File: config.mk
export PLATFORM = sky130hd
export DESIGN_NAME = software_timer_bank
export DESIGN_NICKNAME = d
export VERILOG_FILES = /design/src/rtl/stb_pkg.sv /design/src/rtl/stb_datapath.sv /design/src/rtl/stb_ctrl.sv /design/src/rtl/software_timer_bank.sv
export VERILOG_INCLUDE_DIRS = /design/src /design/src/rtl
export SDC_FILE = /design/constraint.sdc
export NUM_CORES = 2
export LEC_CHECK = 0
export BUFFER_PORTS_ARGS = -buffer_cell sky130_fd_sc_hd__buf_2
export CAP_MARGIN = 20
export CORE_ASPECT_RATIO = 0.75
export CORE_MARGIN = 5
export CORE_UTILIZATION = 40
export DETAILED_ROUTE_END_ITERATION = 8
export PLACE_DENSITY = 0.58
export SLEW_MARGIN = 20
export SYNTH_ARGS = -nofsm -noshare
export SYNTH_HDL_FRONTEND = slang
export SYNTH_SLANG_ARGS = --single-unit
export TNS_END_PERCENT = 20
File: constraint.sdc
create_clock -name clk -period 7.6 [get_ports clk]
set_input_delay 0 -clock clk [delete_from_list [all_inputs] [get_ports clk]]
set_output_delay 0 -clock clk [all_outputs]
set_load 0.03 [all_outputs]
File: src/rtl/assert_macros.svh
// ---------------------------------------------------------------------------
// Assertion macros
// Shared concurrent assertion forms used by the timer bank RTL.
// ---------------------------------------------------------------------------
`ifndef ASSERT_MACROS_SVH
`define ASSERT_MACROS_SVH

// The consequent must hold in the same cycle as the antecedent.
`define ASSERT_SAME(label, clk, rst_n, ante, cons) \
    label: assert property (@(posedge clk) disable iff (!rst_n) (ante) |-> (cons)) \
        else $error("assertion failed");

// The consequent must hold in the cycle after the antecedent.
`define ASSERT_NEXT(label, clk, rst_n, ante, cons) \
    label: assert property (@(posedge clk) disable iff (!rst_n) (ante) |=> (cons)) \
        else $error("assertion failed");

`endif

File: src/rtl/stb_pkg.sv
// ---------------------------------------------------------------------------
// Timer bank package
// Sizes, request codes and the command and status types of the timer bank.
// ---------------------------------------------------------------------------
`timescale 1ns / 1ps
`default_nettype none

package stb_pkg;

    localparam int TIMER_COUNT = 16;
    localparam int COUNT_WIDTH = 32;
    localparam int ID_WIDTH    = 4;
    localparam int REQ_WIDTH   = 2;
    localparam int PERIOD_WIDTH = 32;

    localparam logic [REQ_WIDTH-1:0] REQ_TICK     = 2'd0;
    localparam logic [REQ_WIDTH-1:0] REQ_START    = 2'd1;
    localparam logic [REQ_WIDTH-1:0] REQ_STOP     = 2'd2;
    localparam logic [REQ_WIDTH-1:0] REQ_DISPATCH = 2'd3;

    typedef logic [COUNT_WIDTH-1:0] count_t;
    typedef logic [TIMER_COUNT-1:0] mask_t;

    typedef struct packed {
        logic tick;
        logic start;
        logic stop;
        logic emit;
    } stb_cmd_t;

    typedef struct packed {
        logic fired_any;
        logic last_one;
    } stb_stat_t;

endpackage

`default_nettype wire

File: src/rtl/stb_datapath.sv
// ---------------------------------------------------------------------------
// Timer bank datapath
// Holds the timer counters and flags, updates them on commands, and keeps
// the output register for fired timer ids.
// ---------------------------------------------------------------------------
`timescale 1ns / 1ps
`default_nettype none

`include "assert_macros.svh"

module stb_datapath
(
    input  wire logic                                 clk,
    input  wire logic                                 rst_n,
    input  wire stb_pkg::stb_cmd_t                    cmd,
    input  wire logic [stb_pkg::ID_WIDTH-1:0]         timer_id,
    input  wire logic [stb_pkg::PERIOD_WIDTH-1:0]     period_ticks,
    input  wire logic                                 repeat_req,
    output stb_pkg::stb_stat_t                        stat,
    output logic [stb_pkg::ID_WIDTH-1:0]              fired_id,
    output logic                                      last_fired
);

    stb_pkg::count_t count_reg  [stb_pkg::TIMER_COUNT];
    stb_pkg::count_t count_next [stb_pkg::TIMER_COUNT];
    stb_pkg::count_t reload_reg  [stb_pkg::TIMER_COUNT];
    stb_pkg::count_t reload_next [stb_pkg::TIMER_COUNT];
    stb_pkg::mask_t  repeat_reg;
    stb_pkg::mask_t  repeat_next;
    stb_pkg::mask_t  running_reg;
    stb_pkg::mask_t  running_next;
    stb_pkg::mask_t  fired_reg;
    stb_pkg::mask_t  fired_next;

    logic [stb_pkg::ID_WIDTH-1:0] fired_id_reg;
    logic [stb_pkg::ID_WIDTH-1:0] fired_id_next;
    logic                         last_fired_reg;
    logic                         last_fired_next;

    logic [stb_pkg::ID_WIDTH-1:0] low_id;
    stb_pkg::mask_t               low_hot;
    stb_pkg::mask_t               remain_mask;

    always_comb
    begin
        low_id  = '0;
        low_hot = '0;
        for (int i = stb_pkg::TIMER_COUNT - 1; i >= 0; i--)
        begin
            if (fired_reg[i])
            begin
                low_id     = stb_pkg::ID_WIDTH'(i);
                low_hot    = '0;
                low_hot[i] = 1'b1;
            end
        end
        remain_mask = fired_reg & ~low_hot;
    end

    assign stat.fired_any = |fired_reg;
    assign stat.last_one  = ~|remain_mask;

    always_comb
    begin
        stb_pkg::count_t dec_val;
        dec_val      = '0;
        count_next   = count_reg;
        reload_next  = reload_reg;
        repeat_next  = repeat_reg;
        running_next = running_reg;
        fired_next   = fired_reg;
        for (int i = 0; i < stb_pkg::TIMER_COUNT; i++)
        begin
            dec_val = count_reg[i] - stb_pkg::COUNT_WIDTH'(1);
            if (cmd.start && timer_id == stb_pkg::ID_WIDTH'(i))
            begin
                count_next[i]   = period_ticks[stb_pkg::COUNT_WIDTH-1:0];
                reload_next[i]  = period_ticks[stb_pkg::COUNT_WIDTH-1:0];
                repeat_next[i]  = repeat_req;
                running_next[i] = 1'b1;
                fired_next[i]   = 1'b0;
            end
            else if (cmd.stop && timer_id == stb_pkg::ID_WIDTH'(i))
            begin
                running_next[i] = 1'b0;
            end
            else if (cmd.tick && running_reg[i] && count_reg[i] != '0)
            begin
                count_next[i] = dec_val;
                if (dec_val == '0)
                begin
                    fired_next[i] = 1'b1;
                    if (repeat_reg[i])
                    begin
                        count_next[i] = reload_reg[i];
                    end
                    else
                    begin
                        running_next[i] = 1'b0;
                    end
                end
            end
        end
        if (cmd.emit)
        begin
            fired_next = remain_mask;
        end
    end

    always_comb
    begin
        fired_id_next   = fired_id_reg;
        last_fired_next = last_fired_reg;
        if (cmd.emit)
        begin
            fired_id_next   = low_id;
            last_fired_next = stat.last_one;
        end
    end

    always_ff @(posedge clk or negedge rst_n)
    begin
        if (!rst_n)
        begin
            count_reg      <= '{default: '0};
            reload_reg     <= '{default: '0};
            repeat_reg     <= '0;
            running_reg    <= '0;
            fired_reg      <= '0;
            fired_id_reg   <= '0;
            last_fired_reg <= 1'b0;
        end
        else
        begin
            count_reg      <= count_next;
            reload_reg     <= reload_next;
            repeat_reg     <= repeat_next;
            running_reg    <= running_next;
            fired_reg      <= fired_next;
            fired_id_reg   <= fired_id_next;
            last_fired_reg <= last_fired_next;
        end
    end

    assign fired_id   = fired_id_reg;
    assign last_fired = last_fired_reg;

    `ASSERT_NEXT(a_emit_clears_one, clk, rst_n, cmd.emit,
        $countones(fired_reg) + 1 == $countones($past(fired_reg)))
    `ASSERT_SAME(a_one_command, clk, rst_n, 1'b1,
        $onehot0({cmd.tick, cmd.start, cmd.stop, cmd.emit}))

endmodule

`default_nettype wire

File: src/rtl/stb_ctrl.sv
// ---------------------------------------------------------------------------
// Timer bank controller
// Decodes accepted requests into datapath commands and sequences the
// dispatch of fired timer ids through the output register.
// ---------------------------------------------------------------------------
`timescale 1ns / 1ps
`default_nettype none

`include "assert_macros.svh"

module stb_ctrl
(
    input  wire logic                              clk,
    input  wire logic                              rst_n,
    input  wire logic                              in_valid,
    input  wire logic [stb_pkg::REQ_WIDTH-1:0]     req_type,
    input  wire logic                              out_stall,
    input  wire stb_pkg::stb_stat_t                stat,
    output logic                                   in_stall,
    output logic                                   out_valid,
    output stb_pkg::stb_cmd_t                      cmd
);

    localparam logic ST_IDLE     = 1'b0;
    localparam logic ST_DISPATCH = 1'b1;

    logic state_reg;
    logic state_next;
    logic out_valid_reg;
    logic out_valid_next;
    logic in_accept;
    logic out_free;

    assign in_stall  = (state_reg == ST_DISPATCH);
    assign in_accept = in_valid && !in_stall;
    assign out_free  = !out_valid_reg || !out_stall;

    assign cmd.tick  = in_accept && (req_type == stb_pkg::REQ_TICK);
    assign cmd.start = in_accept && (req_type == stb_pkg::REQ_START);
    assign cmd.stop  = in_accept && (req_type == stb_pkg::REQ_STOP);
    assign cmd.emit  = (state_reg == ST_DISPATCH) && out_free && stat.fired_any;

    always_comb
    begin
        state_next = state_reg;
        unique case (state_reg)
            ST_IDLE:
            begin
                if (in_accept && req_type == stb_pkg::REQ_DISPATCH && stat.fired_any)
                begin
                    state_next = ST_DISPATCH;
                end
            end
            ST_DISPATCH:
            begin
                if (cmd.emit && stat.last_one)
                begin
                    state_next = ST_IDLE;
                end
            end
            default:
            begin
                state_next = ST_IDLE;
            end
        endcase
    end

    assign out_valid_next = cmd.emit || (out_valid_reg && out_stall);

    always_ff @(posedge clk or negedge rst_n)
    begin
        if (!rst_n)
        begin
            state_reg     <= ST_IDLE;
            out_valid_reg <= 1'b0;
        end
        else
        begin
            state_reg     <= state_next;
            out_valid_reg <= out_valid_next;
        end
    end

    assign out_valid = out_valid_reg;

    `ASSERT_SAME(a_dispatch_has_work, clk, rst_n, state_reg == ST_DISPATCH,
        stat.fired_any)
    `ASSERT_NEXT(a_dispatch_entered, clk, rst_n,
        in_accept && req_type == stb_pkg::REQ_DISPATCH && stat.fired_any,
        state_reg == ST_DISPATCH)
    `ASSERT_NEXT(a_emit_shows_result, clk, rst_n, cmd.emit, out_valid_reg)

endmodule

`default_nettype wire

File: src/rtl/software_timer_bank.sv
// Tick, start and stop requests are accepted back to back.
// A dispatch with nothing fired is accepted and leaves the bank idle; one that finds
// N fired timers stalls the input until the last of the N ids is emitted, receiver stalls included.
// The first id passes the state register, then the output register; one id per cycle
// follows unless the receiver stalls, via the single output register and lowest-index fired search.
// Reset is asynchronous: all timers go idle and all fired marks clear at once.
// ---------------------------------------------------------------------------
// Software timer bank
// Sixteen countdown timers with one-shot or periodic reload and an in-order
// dispatch of the ids of fired timers.
// ---------------------------------------------------------------------------
`timescale 1ns / 1ps
`default_nettype none

module software_timer_bank
(
    input  wire logic                                 clk,
    input  wire logic                                 rst_n,
    input  wire logic                                 in_valid,
    output logic                                      in_stall,
    input  wire logic [stb_pkg::REQ_WIDTH-1:0]        req_type,
    input  wire logic [stb_pkg::ID_WIDTH-1:0]         timer_id,
    input  wire logic [stb_pkg::PERIOD_WIDTH-1:0]     period_ticks,
    input  wire logic                                 repeat_req,
    output logic                                      out_valid,
    input  wire logic                                 out_stall,
    output logic [stb_pkg::ID_WIDTH-1:0]              fired_id,
    output logic                                      last_fired
);

    stb_pkg::stb_cmd_t  cmd;
    stb_pkg::stb_stat_t stat;

    stb_ctrl u_ctrl
    (
        .clk       (clk),
        .rst_n     (rst_n),
        .in_valid  (in_valid),
        .req_type  (req_type),
        .out_stall (out_stall),
        .stat      (stat),
        .in_stall  (in_stall),
        .out_valid (out_valid),
        .cmd       (cmd)
    );

    stb_datapath u_datapath
    (
        .clk          (clk),
        .rst_n        (rst_n),
        .cmd          (cmd),
        .timer_id     (timer_id),
        .period_ticks (period_ticks),
        .repeat_req   (repeat_req),
        .stat         (stat),
        .fired_id     (fired_id),
        .last_fired   (last_fired)
    );

endmodule

`default_nettype wire
Word-level counts from Yosys, hierarchy flattened
Cells that the tools add are included. Widths: inputs -> output; s select.

Add/subtract/negate cells: 16. $mul: 0. Divide/modulo/power cells: 0. Magnitude comparators: 0. Eq/ne operators: 66. Shift-type cells: 0. Mux-type cells: 260. Bitwise gates (word level): 3. Reductions and logical operators: 244.

Operator list (count): $mux 32 (80); $logic_not 32->1 (16); $reduce_bool 32->1 (16); $sub 32x1->32 const B (16); $mux 16 (17); $reduce_bool 3->1 (64); $mux 1 (146); $reduce_and 3->1 (32); $logic_and 1x1->1 (74); $mux 4 (16); $ne 3x2->1 const B (16); $ne 3x3->1 const B (16); $eq 4x4->1 const B (8); $ne 2x1->1 const B (16); $reduce_and 2->1 (16); $reduce_bool 2->1 (16); $reduce_or 16->1 (2); $and 16x16->16 (1); $eq 4x3->1 const B (4); $not 16->16 (1); $eq 4x2->1 const B (2); $eq 2x2->1 const B (2); $eq 4x1->1 const B (1); $logic_not 1->1 (4); other kinds (6) (7).

Register bits after elaboration: 1079. Latch bits: 0. RAM bits: 0. ROM bits: 0. Bits of input ports: 43. Logic and storage cells: 673. Memories: 0.

Depth between registers and ports, before layout
Depth after elaboration: 23. Gate-level depth with buffers: 15. Gate-level depth less buffers: 10.

Modules after synthesis
A second synthesis with hierarchy kept.

Cell total of the unflattened synthesis: 7304. Area total of the unflattened synthesis: 61346.3 µm².

Modules (own cells, without submodules): stb_datapath (times used 1, cells each 7293, area an instance 61222.5 µm², seq. area each 26950.8 µm²); stb_ctrl (times used 1, cells each 11, area an instance 123.9 µm², seq. area each 50.0 µm²).

Worst setup path before layout
Ideal clock, no wire load.

Kind: reg-to-reg. Start: register u_datapath.count_reg[448] (netlist name). End: register u_datapath.count_reg[449] (netlist name). Library setup time: 0.123 ns. Arrival time: 3.648 ns. Path slack: 3.829 ns. Stages on the path, launching flop included: 15. Clock period less this slack: 3.771 ns. Path through: dfrtp_1 clkbuf_1 inv_1 ha_1 buf_2 or3b_2 or4_1 clkbuf_1 nor4_1 xor2_1 or4bb_1 nor4_1 buf_2 mux2i_1 a21oi_1.

Longest elaborated chain between the ends: 6.

Ends and longest elaborated chain: from (decl) (RTL line stb_datapath.sv:24) `stb_pkg::count_t count_reg [stb_pkg::TIMER_COUNT];`; from (signal assigned) (RTL line stb_datapath.sv:135) `count_reg <= count_next;`; $sub 32x1->32 (RTL line stb_datapath.sv:74) `dec_val = count_reg[i] - stb_pkg::COUNT_WIDTH'(1);`; $logic_not 32->1 / $mux 32 (equally long branches) (RTL line stb_datapath.sv:90, stb_datapath.sv:93); $mux 32 (RTL line stb_datapath.sv:90) `if (dec_val == '0)`; $mux 32 (RTL line stb_datapath.sv:87) `else if (cmd.tick && running_reg[i] && count_reg[i] != '0)`; $mux 32 (RTL line stb_datapath.sv:83) `else if (cmd.stop && timer_id == stb_pkg::ID_WIDTH'(i))`; $mux 32 (RTL line stb_datapath.sv:75) `if (cmd.start && timer_id == stb_pkg::ID_WIDTH'(i))`.

Parallel ways exist; a longest one is shown, timed or not. The select of a mux whose other input is x is not followed. A chain may end at the register's enable or synchronous reset.

Final worst setup path
Start: register u_datapath.count_reg[192] (netlist name). End: register u_datapath.count_reg[205] (netlist name).

The elaborated chain is that of the path after synthesis.

==> metrics.md <==
| Metric | Value |
|---|---|
| RSZ-0062 raised after global routing | no |
| Critical Path RT | 8270 ps |
| CTS Root Cell | clkbuf_16 |
| Dpl cells | 9,315 |
| Worst-path fanout max | 36 |
| DR pass1 iterations | 6 |
| Synth area leaders | dfrtp_1 (44%), nand2_1 (12%), o21ai_0 (3.7%) |
| Initial antenna violation count | 13 |
| Fmax | 0.201 GHz |
| Hold depth | 4 |
| Vias in the first global route | 54,700 |
| Hold Path Origin | timer_id[2] |
| Worst min-delay path class | in2reg |
| Detail Placement HPWL | 134,000 um |
| R2r setup slk | 2620 ps |
| Fin Clk Skew | 29.1 ps |
| Synth Warn # | 0 |
| CP startpoint | u_datapath.count_reg[192]$_DFFE_PN0P_ |
| Net switching fraction of the power | 0.415 |
| CTS H-tree lvls | 3 |
| Top post-synthesis cells by count | nand2_1 (2,002), dfrtp_1 (1,079), nor2_1 (485) |
| Slew headroom | 0.207 |
| Worst skew pair latency | 750 ps |
| Cell taking the most area after synthesis | dfrtp_1 |
| Cell with the most instances after synthesis | nand2_1 |
| Power per cell area | 352 nW/um2 |
| Post-layout power | 0.0242 W |
| Die Wd | 464 um |
| Int Pwr | 0.0142 W |
| Peak supply drop | 0.248 mV |
| Most used DFF post-synth | dfrtp_1 |
| MaxCap Viol Count | 0 |
| Leak | 32.4 nW |
| WL final | 223,000 um |
| Die ar. | 163,000 um2 |
| Grt total ovfl | 0 |
| Post-synth top area share | 0.436 |
| Hold slack | 89.7 ps |
| Max Slew Vio Count | 0 |
| Cell variety after synth | 96 |
| Wire per inst | 23.3 um |
| DRC viols | 0 |
| Number of buffers created by CTS | 112 |
| Pre-CTS worst setup slack | 2790 ps |
| Iter 0 DRT Violations | 6,870 |
| Element type at the critical path end | register |
| Average cell area after synthesis | 8.13 um2 |
| Seq/Total Area, Yosys | 0.436 |
| # fillers | 15,200 |
| Period utilization | 0.655 |
| Clock transition at path regs | 60 ps |
| I/O pins | 50 |
| Asr flop ratio synth | 1.00 |
| CP startpoint kind | register |
| Worst Setup Path Type | reg2reg |
| Core ar. | 154,000 um2 |
| Worst R2R Start | u_datapath.count_reg[192]$_DFFE_PN0P_ |
| Critical path arrival | 5650 ps |
| Comb pwr share | 0.358 |
| Psw | 0.0100 W |
| Nets@finish | 7,517 |
| GP Congestion | 0.914 |
| First-pass GRT wire length | 344,000 um |
| Layout cells sized above 1 | 0.0734 |
| Setup Viol. Count Final | 0 |
| CTS sink count | 1,079 |
| Die height | 351 um |
| Syn nets | 7,698 |
| Sequential power share | 0.392 |
| Largest net degree at the start of global routing | 172 |
| FF+latch count, synth | 1,079 |
| Final min period | 4980 ps |
| CTS tree | done |
| Final std cells w/o fill | 9,572 |
| Drt via density | 6.17 |
| Power share of the clock group | 0.250 |
| Port buffer count | 49 |
| Post-synth EDFFs | 0 |
| Initial Util | 0.401 |
| FP Rows | 125 |
| Post-DRT Antenna Nets | 0 |
| Total GRT Usage | 0.266 |
| Vias | 59,000 |
| Tightest Pin Transition | 1190 ps |
| Max Buffers Root-to-Sink | 3 |
| R2R cell count | 10 |
| Area Overhead vs Synth | 10.9% |
| Status | finished, final reports clean |
| Number of cells produced by synthesis | 7,623 |
| Hold Vio Cnt, Final | 0 |
| Synthesized area | 62,000 um2 |
| Final setup margin | 2620 ps |
| Setup_tns | 0 ps |
worst max-delay path, stage by stage (launching register included):
cell and delay [ps]:
dfrtp_1 430, inv_1 130, ha_1 250, nor4b_1 730
nand4b_1 570, nor3_1 860, a31o_2 770, nand2_1 610
o211a_1 300, o21ai_0 170, a21o_1 100
cell families after synthesis:
group	after synthesis	synth area share
and+or+nand+nor	3955	0.297
AOI/OAI and AO/OA	1738	0.193
DFF	1079	0.436
buffers and inverters	625	0.0388
xor gates and xnor gates	158	0.0223
muxes	34	0.00559
adders and majority gates	34	0.00678
cell type report:
type | instances | area [um2] | share of cell area
diodes | 3 | 7.51 | 0.000109
clock buffers | 152 | 3190 | 0.0464
clock inverters | 57 | 800 | 0.0116
inverters | 101 | 379 | 0.00552
multi-input cells | 5919 | 33000 | 0.480
flip-flops and latches | 1079 | 27000 | 0.393
well taps | 2032 | 2540 | 0.0370
repair buffers | 229 | 1830 | 0.0267
routing by layer:
metal  track usage  vias up  share of wire
met1         0.403    29300           0.47
met3        0.0450      333          0.077
li1              -    27100              -
met4        0.0782        2          0.031
met5             0        -       0.000063
met2         0.389     2274           0.42
path summary, 6_finish.rpt:
check,end
worst min register to register,u_datapath.count_reg[149]$_DFFE_PN0P_
max in group asynchronous,u_datapath.reload_reg[366]$_DFFE_PN0P_
worst min-delay path,u_datapath.reload_reg[290]$_DFFE_PN0P_
worst max register to register,u_datapath.count_reg[205]$_DFFE_PN0P_
min in group asynchronous,u_datapath.fired_reg[9]$_DFFE_PN0P_
worst max-delay path,u_datapath.count_reg[205]$_DFFE_PN0P_
cells in the final DEF (no fill, tap or decap), types with 90 or more instances in the layout:
master,instances
or3_1,104
inv_1,101
a21o_1,238
o311ai_0,90
a21oi_1,216
nor2_1,467
nand2_1,1999
nor3_1,286
dfrtp_1,1079
nand3_1,284
clkbuf_16,115
o21ai_0,455
buf_4,127
nor4_1,193
o211ai_1,113
nand4_1,120
power by group through the flow:
stage	Clock, W	Combinational, W	Sequential [W]
finish	0.00604	0.00867	0.00948
detailed placement	0	0.00846	0.00946
CTS	0.00617	0.00852	0.00939
floorplan	0	0.00675	0.00852
global placement	0	0.00834	0.00941
global route	0.00639	0.00962	0.00972
repair_timing:
item	4_1_cts	5_1_grt
gates resized for setup	0	0
hold buffers	44	0
hold endpoints to repair	604	0
setup buffers	0	0
per-stage QoR:
stage	utilization	cell area, um2
finish	0.445	68700
global route	0.445	68700
CTS	0.445	68700
detailed placement	0.416	64200
global placement	0.416	64200
floorplan	-	62000
Note: power is estimated with default switching activity, not from simulation.
